File: config.mk
export PLATFORM = sky130hd
export DESIGN_NAME = backend_selection_policy
export DESIGN_NICKNAME = d
export VERILOG_FILES = /design/src/rtl/core/bsp_pkg.sv /design/src/rtl/core/bsp_ram.sv /design/src/rtl/core/backend_selection_policy.sv
export SDC_FILE = /design/constraint.sdc
export NUM_CORES = 2
export LEC_CHECK = 0
export BUFFER_PORTS_ARGS = -buffer_cell sky130_fd_sc_hd__buf_2
export CAP_MARGIN = 20
export CORE_MARGIN = 3
export CORE_UTILIZATION = 35
export CTS_CLUSTER_SIZE = 12
export DETAILED_ROUTE_END_ITERATION = 8
export GPL_TIMING_DRIVEN = 0
export HOLD_SLACK_MARGIN = 0.08
export PLACE_DENSITY = 0.47
export RECOVER_POWER = 50
export SLEW_MARGIN = 5
export SYNTH_ARGS = -nofsm -noshare
export SYNTH_HDL_FRONTEND = slang
export SYNTH_SLANG_ARGS = --single-unit
File: constraint.sdc
create_clock -name clk -period 17.8 [get_ports clk]
set_clock_uncertainty 0.05 [all_clocks]
set_input_delay 3.56 -clock clk [delete_from_list [all_inputs] [get_ports clk]]
set_output_delay 3.56 -clock clk [all_outputs]
set_load 0.02 [all_outputs]
File: src/rtl/core/bsp_pkg.sv
// ----------------------------------------------------------------------------
// bsp_pkg
// Types and codes shared by the backend selection policy block.
// ----------------------------------------------------------------------------
package bsp_pkg;

	typedef enum logic [1:0] {
		CMD_ADD        = 2'd0,
		CMD_SELECT     = 2'd1,
		CMD_RELEASE    = 2'd2,
		CMD_SET_HEALTH = 2'd3
	} cmd_t;

	typedef enum logic [1:0] {
		STS_OK        = 2'd0,
		STS_NONE      = 2'd1,
		STS_FULL      = 2'd2,
		STS_BAD_INDEX = 2'd3
	} status_t;

	typedef enum logic [1:0] {
		STRAT_ROUND_ROBIN = 2'd0,
		STRAT_LEAST_ACTIVE = 2'd1,
		STRAT_HASH        = 2'd2,
		STRAT_WEIGHTED    = 2'd3
	} strategy_t;

	typedef enum logic [3:0] {
		S_IDLE,
		S_DECODE,
		S_SCAN1,
		S_DIV,
		S_SCAN2,
		S_READ,
		S_FETCH,
		S_UPDATE,
		S_RESP
	} state_t;

	// one table entry as held in the memory
	typedef struct packed {
		logic        pool;
		logic [7:0]  weight;
		logic        health;
		logic [15:0] active;
		logic [31:0] requests;
	} entry_t;

	localparam int unsigned DIV_STEPS = 32;

endpackage

File: src/rtl/core/bsp_ram.sv
// ----------------------------------------------------------------------------
// bsp_ram
// Generic single write port, single read port RAM with registered read.
// ----------------------------------------------------------------------------
module bsp_ram #(
	parameter int WIDTH = 8,
	parameter int DEPTH = 16
) (
	input  logic                     clk,
	input  logic                     we,
	input  logic [$clog2(DEPTH)-1:0] waddr,
	input  logic [WIDTH-1:0]         wdata,
	input  logic [$clog2(DEPTH)-1:0] raddr,
	output logic [WIDTH-1:0]         rdata
);

	logic [WIDTH-1:0] mem [DEPTH];

	always_ff @(posedge clk) begin
		if (we) begin
			mem[waddr] <= wdata;
		end
		rdata <= mem[raddr];
	end

endmodule

File: src/rtl/core/backend_selection_policy.sv
// ----------------------------------------------------------------------------
// backend_selection_policy
// Backend table with add, select, release and set-health commands; select
// picks a healthy backend of one pool by round robin, least active count,
// hash or weighted draw.
// ----------------------------------------------------------------------------
//  channel   | handshake             | payload
//  ----------+-----------------------+------------------------------------------
//  command   | in_valid / in_ready   | command, malicious, hash_present, ...
//  result    | out_valid / out_ready | status, chosen_index, active_count, ...
//  config    | cfg_wr_en             | cfg_wr_data (strategy)
//
//  one command at a time. add writes the entry in S_UPDATE; release / set health
//  read the entry through S_READ, S_FETCH and S_UPDATE; select makes two passes
//  over the table memory (one read port) with a 32 step remainder unit between
//  them, or a single pass under least active count.
//  reset empties the table and clears the rotation counter; no clearing pass.
//  a result waiting in the output register does not hold off the next transfer.
// ----------------------------------------------------------------------------
module backend_selection_policy #(
	parameter int MAX_ENTRIES = 16
) (
	input  logic        clk,
	input  logic        arst_n,
	input  logic        cfg_wr_en,
	input  logic [1:0]  cfg_wr_data,
	input  logic        in_valid,
	output logic        in_ready,
	input  logic [1:0]  command,
	input  logic        malicious,
	input  logic        hash_present,
	input  logic [31:0] client_hash,
	input  logic [31:0] random_draw,
	input  logic [3:0]  entry_index,
	input  logic        honeypot_flag,
	input  logic [7:0]  entry_weight,
	input  logic        healthy_flag,
	output logic        out_valid,
	input  logic        out_ready,
	output logic [1:0]  status,
	output logic [3:0]  chosen_index,
	output logic [15:0] active_count,
	output logic [31:0] request_count
);

	localparam int IW = $clog2(MAX_ENTRIES);
	localparam int TW = $clog2(MAX_ENTRIES + 1);
	localparam int WW = $clog2(MAX_ENTRIES * 255 + 1);
	localparam int EW = $bits(bsp_pkg::entry_t);

	bsp_pkg::state_t    state_q, state_nxt;
	bsp_pkg::strategy_t strat_q;
	logic [TW-1:0]      total_q;
	logic [31:0]        rot_q;
	logic               pend_s1;
	logic [IW-1:0]      pidx_s1;

	// latched command
	bsp_pkg::cmd_t cmd_q;
	logic          mal_q, hpres_q, hp_q, hflag_q;
	logic [31:0]   hash_q, draw_q;
	logic [3:0]    idx_q;
	logic [7:0]    wgt_q;

	// scan and divide
	logic [TW-1:0]  scan_q;
	logic [TW-1:0]  n_q;
	logic [WW-1:0]  tot_q;
	logic [15:0]    min_q;
	logic [IW-1:0]  minidx_q;
	logic           wmode_q;
	logic [31:0]    dvd_q;
	logic [WW-1:0]  dsr_q;
	logic [WW-1:0]  rem_q;
	logic [5:0]     step_q;
	logic [WW-1:0]  acc_q;
	logic [IW-1:0]  pick_q;
	bsp_pkg::entry_t rec_q;

	// staged result
	bsp_pkg::status_t res_st_q;
	logic [3:0]       res_idx_q;
	logic [15:0]      res_act_q;
	logic [31:0]      res_req_q;

	logic              out_valid_q;
	bsp_pkg::status_t  out_st_q;
	logic [3:0]        out_idx_q;
	logic [15:0]       out_act_q;
	logic [31:0]       out_req_q;

	// memory
	logic              ram_we;
	logic [IW-1:0]     ram_raddr;
	logic [EW-1:0]     ram_rdata;
	bsp_pkg::entry_t   rd_rec;
	bsp_pkg::entry_t   new_rec;

	logic          in_xfer;
	logic          scanning;
	logic          scan_done;
	logic          is_cand;
	logic          full;
	logic          bad_idx;
	logic          use_rr;
	logic          wmode;
	logic [WW:0]   div_sh;
	logic [WW-1:0] acc_add;
	logic [WW-1:0] acc_sum;
	logic          hit;
	logic          resp_go;

	bsp_ram #(
		.WIDTH(EW),
		.DEPTH(MAX_ENTRIES)
	) u_table (
		.clk  (clk),
		.we   (ram_we),
		.waddr(pick_q),
		.wdata(new_rec),
		.raddr(ram_raddr),
		.rdata(ram_rdata)
	);

	assign rd_rec    = bsp_pkg::entry_t'(ram_rdata);
	assign in_xfer   = in_valid && in_ready;
	assign scanning  = (state_q == bsp_pkg::S_SCAN1) || (state_q == bsp_pkg::S_SCAN2);
	assign scan_done = (scan_q == total_q) && !pend_s1;
	assign is_cand   = pend_s1 && (rd_rec.pool == mal_q) && rd_rec.health;
	assign full      = (total_q == TW'(MAX_ENTRIES));
	assign bad_idx   = (32'(idx_q) >= 32'(total_q));
	assign resp_go   = !out_valid_q || out_ready;

	// fallbacks to round robin: no hash, or all candidate weights zero
	always_comb begin
		wmode  = (strat_q == bsp_pkg::STRAT_WEIGHTED) && (tot_q != '0);
		use_rr = (strat_q == bsp_pkg::STRAT_ROUND_ROBIN)
			|| ((strat_q == bsp_pkg::STRAT_HASH) && !hpres_q)
			|| ((strat_q == bsp_pkg::STRAT_WEIGHTED) && (tot_q == '0));
	end

	assign div_sh  = {rem_q, dvd_q[31]};
	assign acc_add = wmode_q ? WW'(rd_rec.weight) : WW'(1);
	assign acc_sum = acc_q + acc_add;
	assign hit     = is_cand && (acc_sum > rem_q);

	// record written back
	always_comb begin
		new_rec = rec_q;
		unique case (cmd_q)
			bsp_pkg::CMD_ADD: begin
				new_rec.pool     = hp_q;
				new_rec.weight   = wgt_q;
				new_rec.health   = 1'b1;
				new_rec.active   = '0;
				new_rec.requests = '0;
			end
			bsp_pkg::CMD_SELECT: begin
				if (rec_q.active != 16'hffff) begin
					new_rec.active = rec_q.active + 16'd1;
				end
				new_rec.requests = rec_q.requests + 32'd1;
			end
			bsp_pkg::CMD_RELEASE: begin
				if (rec_q.active != '0) begin
					new_rec.active = rec_q.active - 16'd1;
				end
			end
			bsp_pkg::CMD_SET_HEALTH: begin
				new_rec.health = hflag_q;
			end
			default: begin
				new_rec = rec_q;
			end
		endcase
	end

	// next state
	always_comb begin
		state_nxt = state_q;
		unique case (state_q)
			bsp_pkg::S_IDLE: begin
				if (in_valid) state_nxt = bsp_pkg::S_DECODE;
			end
			bsp_pkg::S_DECODE: begin
				unique case (cmd_q)
					bsp_pkg::CMD_ADD:    state_nxt = full ? bsp_pkg::S_RESP : bsp_pkg::S_UPDATE;
					bsp_pkg::CMD_SELECT: state_nxt = bsp_pkg::S_SCAN1;
					default:             state_nxt = bad_idx ? bsp_pkg::S_RESP : bsp_pkg::S_READ;
				endcase
			end
			bsp_pkg::S_SCAN1: begin
				if (scan_done) begin
					if (n_q == '0) begin
						state_nxt = bsp_pkg::S_RESP;
					end else if (strat_q == bsp_pkg::STRAT_LEAST_ACTIVE) begin
						state_nxt = bsp_pkg::S_READ;
					end else begin
						state_nxt = bsp_pkg::S_DIV;
					end
				end
			end
			bsp_pkg::S_DIV: begin
				if (step_q == 6'(bsp_pkg::DIV_STEPS)) state_nxt = bsp_pkg::S_SCAN2;
			end
			bsp_pkg::S_SCAN2: begin
				if (hit) state_nxt = bsp_pkg::S_READ;
			end
			bsp_pkg::S_READ:   state_nxt = bsp_pkg::S_FETCH;
			bsp_pkg::S_FETCH:  state_nxt = bsp_pkg::S_UPDATE;
			bsp_pkg::S_UPDATE: state_nxt = bsp_pkg::S_RESP;
			bsp_pkg::S_RESP: begin
				if (resp_go) state_nxt = bsp_pkg::S_IDLE;
			end
			default: state_nxt = bsp_pkg::S_IDLE;
		endcase
	end

	// control outputs
	always_comb begin
		in_ready  = (state_q == bsp_pkg::S_IDLE);
		ram_we    = (state_q == bsp_pkg::S_UPDATE);
		ram_raddr = scanning ? scan_q[IW-1:0] : pick_q;
	end

	always_ff @(posedge clk or negedge arst_n) begin
		if (!arst_n) begin
			state_q     <= bsp_pkg::S_IDLE;
			strat_q     <= bsp_pkg::STRAT_ROUND_ROBIN;
			total_q     <= '0;
			rot_q       <= '0;
			pend_s1     <= 1'b0;
			out_valid_q <= 1'b0;
		end else begin
			state_q <= state_nxt;
			if (cfg_wr_en) begin
				strat_q <= bsp_pkg::strategy_t'(cfg_wr_data);
			end
			pend_s1 <= scanning && (scan_q != total_q);
			if ((state_q == bsp_pkg::S_UPDATE) && (cmd_q == bsp_pkg::CMD_ADD)) begin
				total_q <= total_q + TW'(1);
			end
			if ((state_q == bsp_pkg::S_SCAN1) && scan_done && (n_q != '0)
				&& (strat_q != bsp_pkg::STRAT_LEAST_ACTIVE) && use_rr) begin
				rot_q <= rot_q + 32'd1;
			end
			if ((state_q == bsp_pkg::S_RESP) && resp_go) begin
				out_valid_q <= 1'b1;
			end else if (out_ready) begin
				out_valid_q <= 1'b0;
			end
		end
	end

	always_ff @(posedge clk) begin
		if (in_xfer) begin
			cmd_q   <= bsp_pkg::cmd_t'(command);
			mal_q   <= malicious;
			hpres_q <= hash_present;
			hash_q  <= client_hash;
			draw_q  <= random_draw;
			idx_q   <= entry_index;
			hp_q    <= honeypot_flag;
			wgt_q   <= entry_weight;
			hflag_q <= healthy_flag;
		end
		if (scanning && (scan_q != total_q)) begin
			scan_q <= scan_q + TW'(1);
		end
		pidx_s1 <= scan_q[IW-1:0];

		unique case (state_q)
			bsp_pkg::S_DECODE: begin
				scan_q    <= '0;
				n_q       <= '0;
				tot_q     <= '0;
				res_idx_q <= '0;
				res_act_q <= '0;
				res_req_q <= '0;
				if (cmd_q == bsp_pkg::CMD_ADD) begin
					pick_q   <= total_q[IW-1:0];
					res_st_q <= full ? bsp_pkg::STS_FULL : bsp_pkg::STS_OK;
				end else if (cmd_q != bsp_pkg::CMD_SELECT) begin
					pick_q   <= IW'(idx_q);
					res_st_q <= bad_idx ? bsp_pkg::STS_BAD_INDEX : bsp_pkg::STS_OK;
				end else begin
					res_st_q <= bsp_pkg::STS_OK;
				end
			end
			bsp_pkg::S_SCAN1: begin
				if (is_cand) begin
					n_q   <= n_q + TW'(1);
					tot_q <= tot_q + WW'(rd_rec.weight);
					if ((n_q == '0) || (rd_rec.active < min_q)) begin
						min_q    <= rd_rec.active;
						minidx_q <= pidx_s1;
					end
				end
				if (scan_done) begin
					pick_q  <= minidx_q;
					wmode_q <= wmode;
					step_q  <= '0;
					rem_q   <= '0;
					if (n_q == '0) res_st_q <= bsp_pkg::STS_NONE;
					if (wmode) begin
						dvd_q <= draw_q;
						dsr_q <= tot_q;
					end else begin
						dvd_q <= use_rr ? rot_q : hash_q;
						dsr_q <= WW'(n_q);
					end
				end
			end
			bsp_pkg::S_DIV: begin
				// restoring remainder, one dividend bit a cycle
				if (step_q != 6'(bsp_pkg::DIV_STEPS)) begin
					rem_q  <= (div_sh >= {1'b0, dsr_q}) ? WW'(div_sh - {1'b0, dsr_q})
						: div_sh[WW-1:0];
					dvd_q  <= {dvd_q[30:0], 1'b0};
					step_q <= step_q + 6'd1;
				end else begin
					scan_q <= '0;
					acc_q  <= '0;
				end
			end
			bsp_pkg::S_SCAN2: begin
				// weighted: first running sum above the remainder; else nth candidate
				if (is_cand) acc_q <= acc_sum;
				if (hit) pick_q <= pidx_s1;
			end
			bsp_pkg::S_FETCH: begin
				rec_q <= rd_rec;
			end
			bsp_pkg::S_UPDATE: begin
				res_idx_q <= 4'(pick_q);
				res_act_q <= new_rec.active;
				res_req_q <= new_rec.requests;
			end
			default: begin
			end
		endcase

		if ((state_q == bsp_pkg::S_RESP) && resp_go) begin
			out_st_q  <= res_st_q;
			out_idx_q <= res_idx_q;
			out_act_q <= res_act_q;
			out_req_q <= res_req_q;
		end
	end

	assign out_valid     = out_valid_q;
	assign status        = out_st_q;
	assign chosen_index  = out_idx_q;
	assign active_count  = out_act_q;
	assign request_count = out_req_q;

endmodule
Word level (Yosys, flattened, before mapping):

Memories as Yosys holds them, arrays and structs flattened. A register that Yosys moved wholly into a read port is not among the register bits.
Cells that the tools add are included.

* bits in registers: 418
* bits in writable memories: 928
* input port bits: 89
* word-level logic and storage cells: 198
* memories kept: 1

* add/subtract/negate cells: 11
* $lt $le $gt $ge: 4
* equal/unequal tests: 34
* multiplexer cells: 61
* reduce and logical (&&, ||, !) cells: 45

Memory list
* u_table.mem: depth 16, width 58, rd ports 1, clocked after Yosys merged registers in 1, write ports 1, line bsp_ram.sv:17 `logic [WIDTH-1:0] mem [DEPTH];`

Operators by type and width (count)
* $pmux 32 s2: 3
* $mux 32: 4
* $mux 12: 6
* $pmux 12 s2: 3
* $add 32x1->32 const B: 2
* $mux 4: 13
* $pmux 16 s3: 1
* $pmux 4 s9: 1
* $mux 16: 2
* $pmux 16 s2: 1
* $add 12x8->12: 2
* $mux 5: 4
* $pmux 5 s2: 2
* $ne 2x2->1 const B: 9
* $add 16x1->16 const B: 1
* $eq 4x3->1 const B: 4
* $lt 16x16->1: 1
* $ne 16x16->1 const B: 1
* $pmux 4 s2: 2
* $reduce_bool 16->1: 1
* $sub 16x1->16 const B: 1
* $add 5x1->5 const B: 3
* $logic_and 1x1->1: 15
* $ge 13x12->1: 1
* 41 further kinds: 72

Longest topological paths before layout:

* depth in word-level cells: 8
* depth in mapped cells: 16

By module:

A second synthesis with hierarchy kept.

* cells, all modules: 3229
* area, all modules: 56043.8 µm²

Modules (own cells, without submodules)
* bsp_ram: times used 1, cells an instance 1496, area an instance 35891.9 µm²
* backend_selection_policy: times used 1, cells an instance 1733, area an instance 20151.8 µm²

Worst setup path before layout:

Ideal clock, no wire load.

* kind: in2reg
* from: input out_ready
* to: register out_act_q[0], in the netlist active_count[0], enable pin
* arrival: 5.886 ns
* data required time: 17.284 ns
* path slack: 11.398 ns
* stages: 2
* buffers on the path: 0
* cells stage by stage: nor2b_1 -> nor2_1

* cells in the longest elaborated chain, start to end: 2

RTL lines
* start: declaration: line backend_selection_policy.sv:39 `input logic out_ready,`
* $logic_or 1x1->1: line backend_selection_policy.sv:132 `assign resp_go = !out_valid_q || out_ready;`
* $logic_and 1x1->1: line backend_selection_policy.sv:343 `if ((state_q == bsp_pkg::S_RESP) && resp_go) begin`
* end signal: assignment: line backend_selection_policy.sv:346 `out_act_q <= res_act_q;`
* end: declaration: line backend_selection_policy.sv:89 `logic [15:0] out_act_q;`

No other way between the ends.
A chain may end at the register's enable or synchronous reset.

Worst setup path after layout:

* from: register state_q[1]
* to: output in_ready

* cells in the longest elaborated chain, start to end: 1

RTL lines
* start: declaration: line backend_selection_policy.sv:51 `bsp_pkg::state_t state_q, state_nxt;`
* start signal: assignment: line backend_selection_policy.sv:228 `state_q <= bsp_pkg::S_IDLE;`
* start signal: assignment: line backend_selection_policy.sv:235 `state_q <= state_nxt;`
* $logic_not 4->1: line backend_selection_policy.sv:221 `in_ready = (state_q == bsp_pkg::S_IDLE);`
* end: declaration: line backend_selection_policy.sv:28 `output logic in_ready,`

No other way between the ends.

==> results.md <==
- CTS sink cnt: about 1.4k
- Hold Path Class: register to register
- Synth Flop Type: edfxtp_1
- Final setup vio count: 0
- Num rows: 146
- Crit path required time: 14.19 ns
- DP Wirelength: slightly above 100 mm
- Post-synth EDFFs: roughly 1.3k
- Initial Util: 0.354
- Slew @ Worst Pin: 2.33 ns
- WL/cell: ~24 µm
- Yosys reg bits: roughly 1.4k
- Failing checks: capacitance limit, slew limit
- Area of the mapped netlist: around 56000 µm²
- Hold-fix buffers, CTS: 0
- Final Max Slew Viols: ~470
- Peak VDD IR: ~0.00013 V
- Async SR Flop Fraction: 0.0321
- Fin. Hold Viols: 0
- Die ar.: around 170000 µm²
- Maximum clock frequency: between 150 and 200 MHz
- First-pass GRT wire length: 218 mm
- Crit Path Class: register to primary output
- Vias: around 32k
- Initial antenna violation count: 7
- Min Tclk post-route: 5.83 ns
- Cells after Synth: around 3.5k
- Post-Syn Nets: 3696
- Hold path start: scan_q[3]
- Slew HR: -0.554
- Port Buffer Count: approximately 140
- Vias in the first global route: ~32k
- H-Tree Depth: 4
- Global route overflow: 0
- Crit path DAT: 2.22 ns
- Mean post-synth cell area: between 15 and 20 µm²
- Antenna violation net count after detailed routing: 0
- Clk buf depth: 3
- Max Fanout on Critical Path: 10
- Unrepaired setup endpoints after global routing: no
- CTS tree: done
- Worst Setup Start Kind: register
- Leak: 24.1 nW
- Skew-Pair Late Insertion Delay: ~0.77 ns
- Outcome: finished with violations
- Crit path capture type: primary output
- Core Area: approximately 160000 µm²
- Power Density: about 160 nW/µm²
- Final GP Congestion: between 0.8 and 0.9
- Die Height: 407 µm
- Layout cells sized above 1: 0.129
- Worst Hold End: pidx_s1[3]
- Max cap viols: 26
- Post-cts resize count: 0
- Worst hold path depth: 0
- Setup Fix Bufs, Post-CTS: 0
- Unique masters post-synth: 75
- Remaining DRCs: 0
- # IOs: 145
- Total power: about 0.011 W
- R2r startpoint: state_q[3]
- Die W: 407 µm
- Root Buffer: clkbuf_16
- Crit share post-route: 0.328
- Router iterations before antenna repair: 5
- Critical R2R Capture: u_table.mem[7][12]
- Setup TNS: 0 ns
- Final #Nets: 4120
- TritonCTS Buffers: between 150 and 200
- Area grow syn2layout: 17.1%
- Largest net degree at the start of global routing: 49
- Register-to-register path setup slack: ~12 ns
- All-Layer GR Usage: 0.180
- Iter 0 DRT Violations: between 2k and 3k
- Mean number of vias per cell: just over 5
- Yosys warns: 0
- Clock transition at path regs: about 0.060 ns
- Register area share after synthesis: 0.734
- Final WL: between 100 and 150 mm
- R2R depth: 9
logic make-up after synthesis:
| kind of cell | synth area share |
|---|---|
| AO/OA/AOI/OAI | 0.0580 |
| XOR/XNOR | 0.0121 |
| adder cells (fa/ha/maj) | 0.0178 |
| buffers and inverters | 0.0215 |
| flip-flops | 0.734 |
| multiplexers | 0.0955 |
| AND/OR/NAND/NOR | 0.0614 |
layout make-up:
| class | count | area, µm² |
|---|---|---|
| diodes | 5 | 12.5 |
| flip-flops and latches | 1404 | 41300 |
| multi-input cells | 1875 | 13800 |
| inverters | 82 | 308 |
| clock buffers | 224 | 4520 |
| fillers | 14464 | 93000 |
| well taps | 2072 | 2590 |
| repair buffers | 264 | 1790 |
| clock inverters | 69 | 681 |
| plain buffers | 168 | 891 |
synthesized netlist by cell type, drive strengths merged, types with 19 or more instances:
master  instances  area share
and2           78      0.0087
nor2          115      0.0077
edfxtp       1292        0.69
o22ai         234       0.026
nand3          59      0.0053
nand4          26      0.0029
dfrtp          45       0.020
o211ai         19      0.0025
nand2         171       0.011
mux2i         522       0.093
ha             75       0.017
inv            82      0.0055
a21oi          39      0.0035
xor2           26      0.0040
nand2b         20      0.0022
dfxtp          67       0.024
and3           30      0.0033
clkbuf         84      0.0056
xnor2          52      0.0081
nor3           30      0.0029
o21ai         137       0.012
or4            59      0.0079
buf            84       0.010
how the worst max path moves through the flow:
stage | slack [ns] | to | start | cells past startpoint
final | 11.97 | in_ready | state_q[1] | 5
after global routing | 11.79 | in_ready | state_q[1] | 5
after CTS | 11.88 | in_ready | state_q[1] | 5
after detailed placement | 12.51 | request_count[12] | out_ready | 5
after global placement | 4.96 | u_table.mem[2][12] | state_q[0] | 6
after floorplan | 11.40 | active_count[0] | out_ready | 2
stage by stage:
stage / instance area (µm²) / std cells / hold slack (ns) / utilization / worst slack (ns)
after global routing: 65900 / 6158 / 0.308 / 0.414 / 11.79
after CTS: 66500 / 6156 / 0.302 / 0.418 / 11.88
after detailed placement: 61300 / 5863 / 0.289 / 0.386 / 12.51
final: 65900 / 6163 / 0.302 / 0.415 / 11.97
after floorplan: 56200 / 3529 / 0.279 / - / 11.40
after global placement: 59600 / 5745 / 0.284 / 0.375 / 4.96
critical path, cell delays in order, from the launching register on:
cell and delay (ns):
dfrtp_1 0.41, clkbuf_1 0.25, nor2_1 0.39, nand2_1 0.17, inv_1 0.08, buf_2 0.16
per-layer routing:
metal,GRT usage,vias to the layer above,part of all wire
li1,-,14622,-
met2,0.283,748,0.46
met3,0.0324,196,0.052
met4,0.0426,0,0.018
met5,0,-,0
met1,0.259,16132,0.47
power by group:
part           switching [W]  internal, W
logic                0.00209      0.00117
registers           0.000160      0.00414
clock network        0.00133      0.00191
state kept, by name, summed over array words and instances, names as in the netlist, 32 cells and up:
name           cells
u_table.rdata     58
hash_q            32
u_table.mem      928
rec_q             58
dvd_q             32
draw_q            32
rot_q             32
request_count     32
res_req_q         32
placed cells by master (no fill, tap or decap), types with 82 or more instances in the layout:
cell	netlist	final
mux2i_1	522	522
o21ai_0	135	122
clkbuf_16	0	164
o22ai_1	234	234
edfxtp_1	1292	1292
clkbuf_1	84	193
inv_1	82	82
buf_2	41	164
nor2_1	115	109
nand2_1	171	171
(Power assumes the default switching activity.)
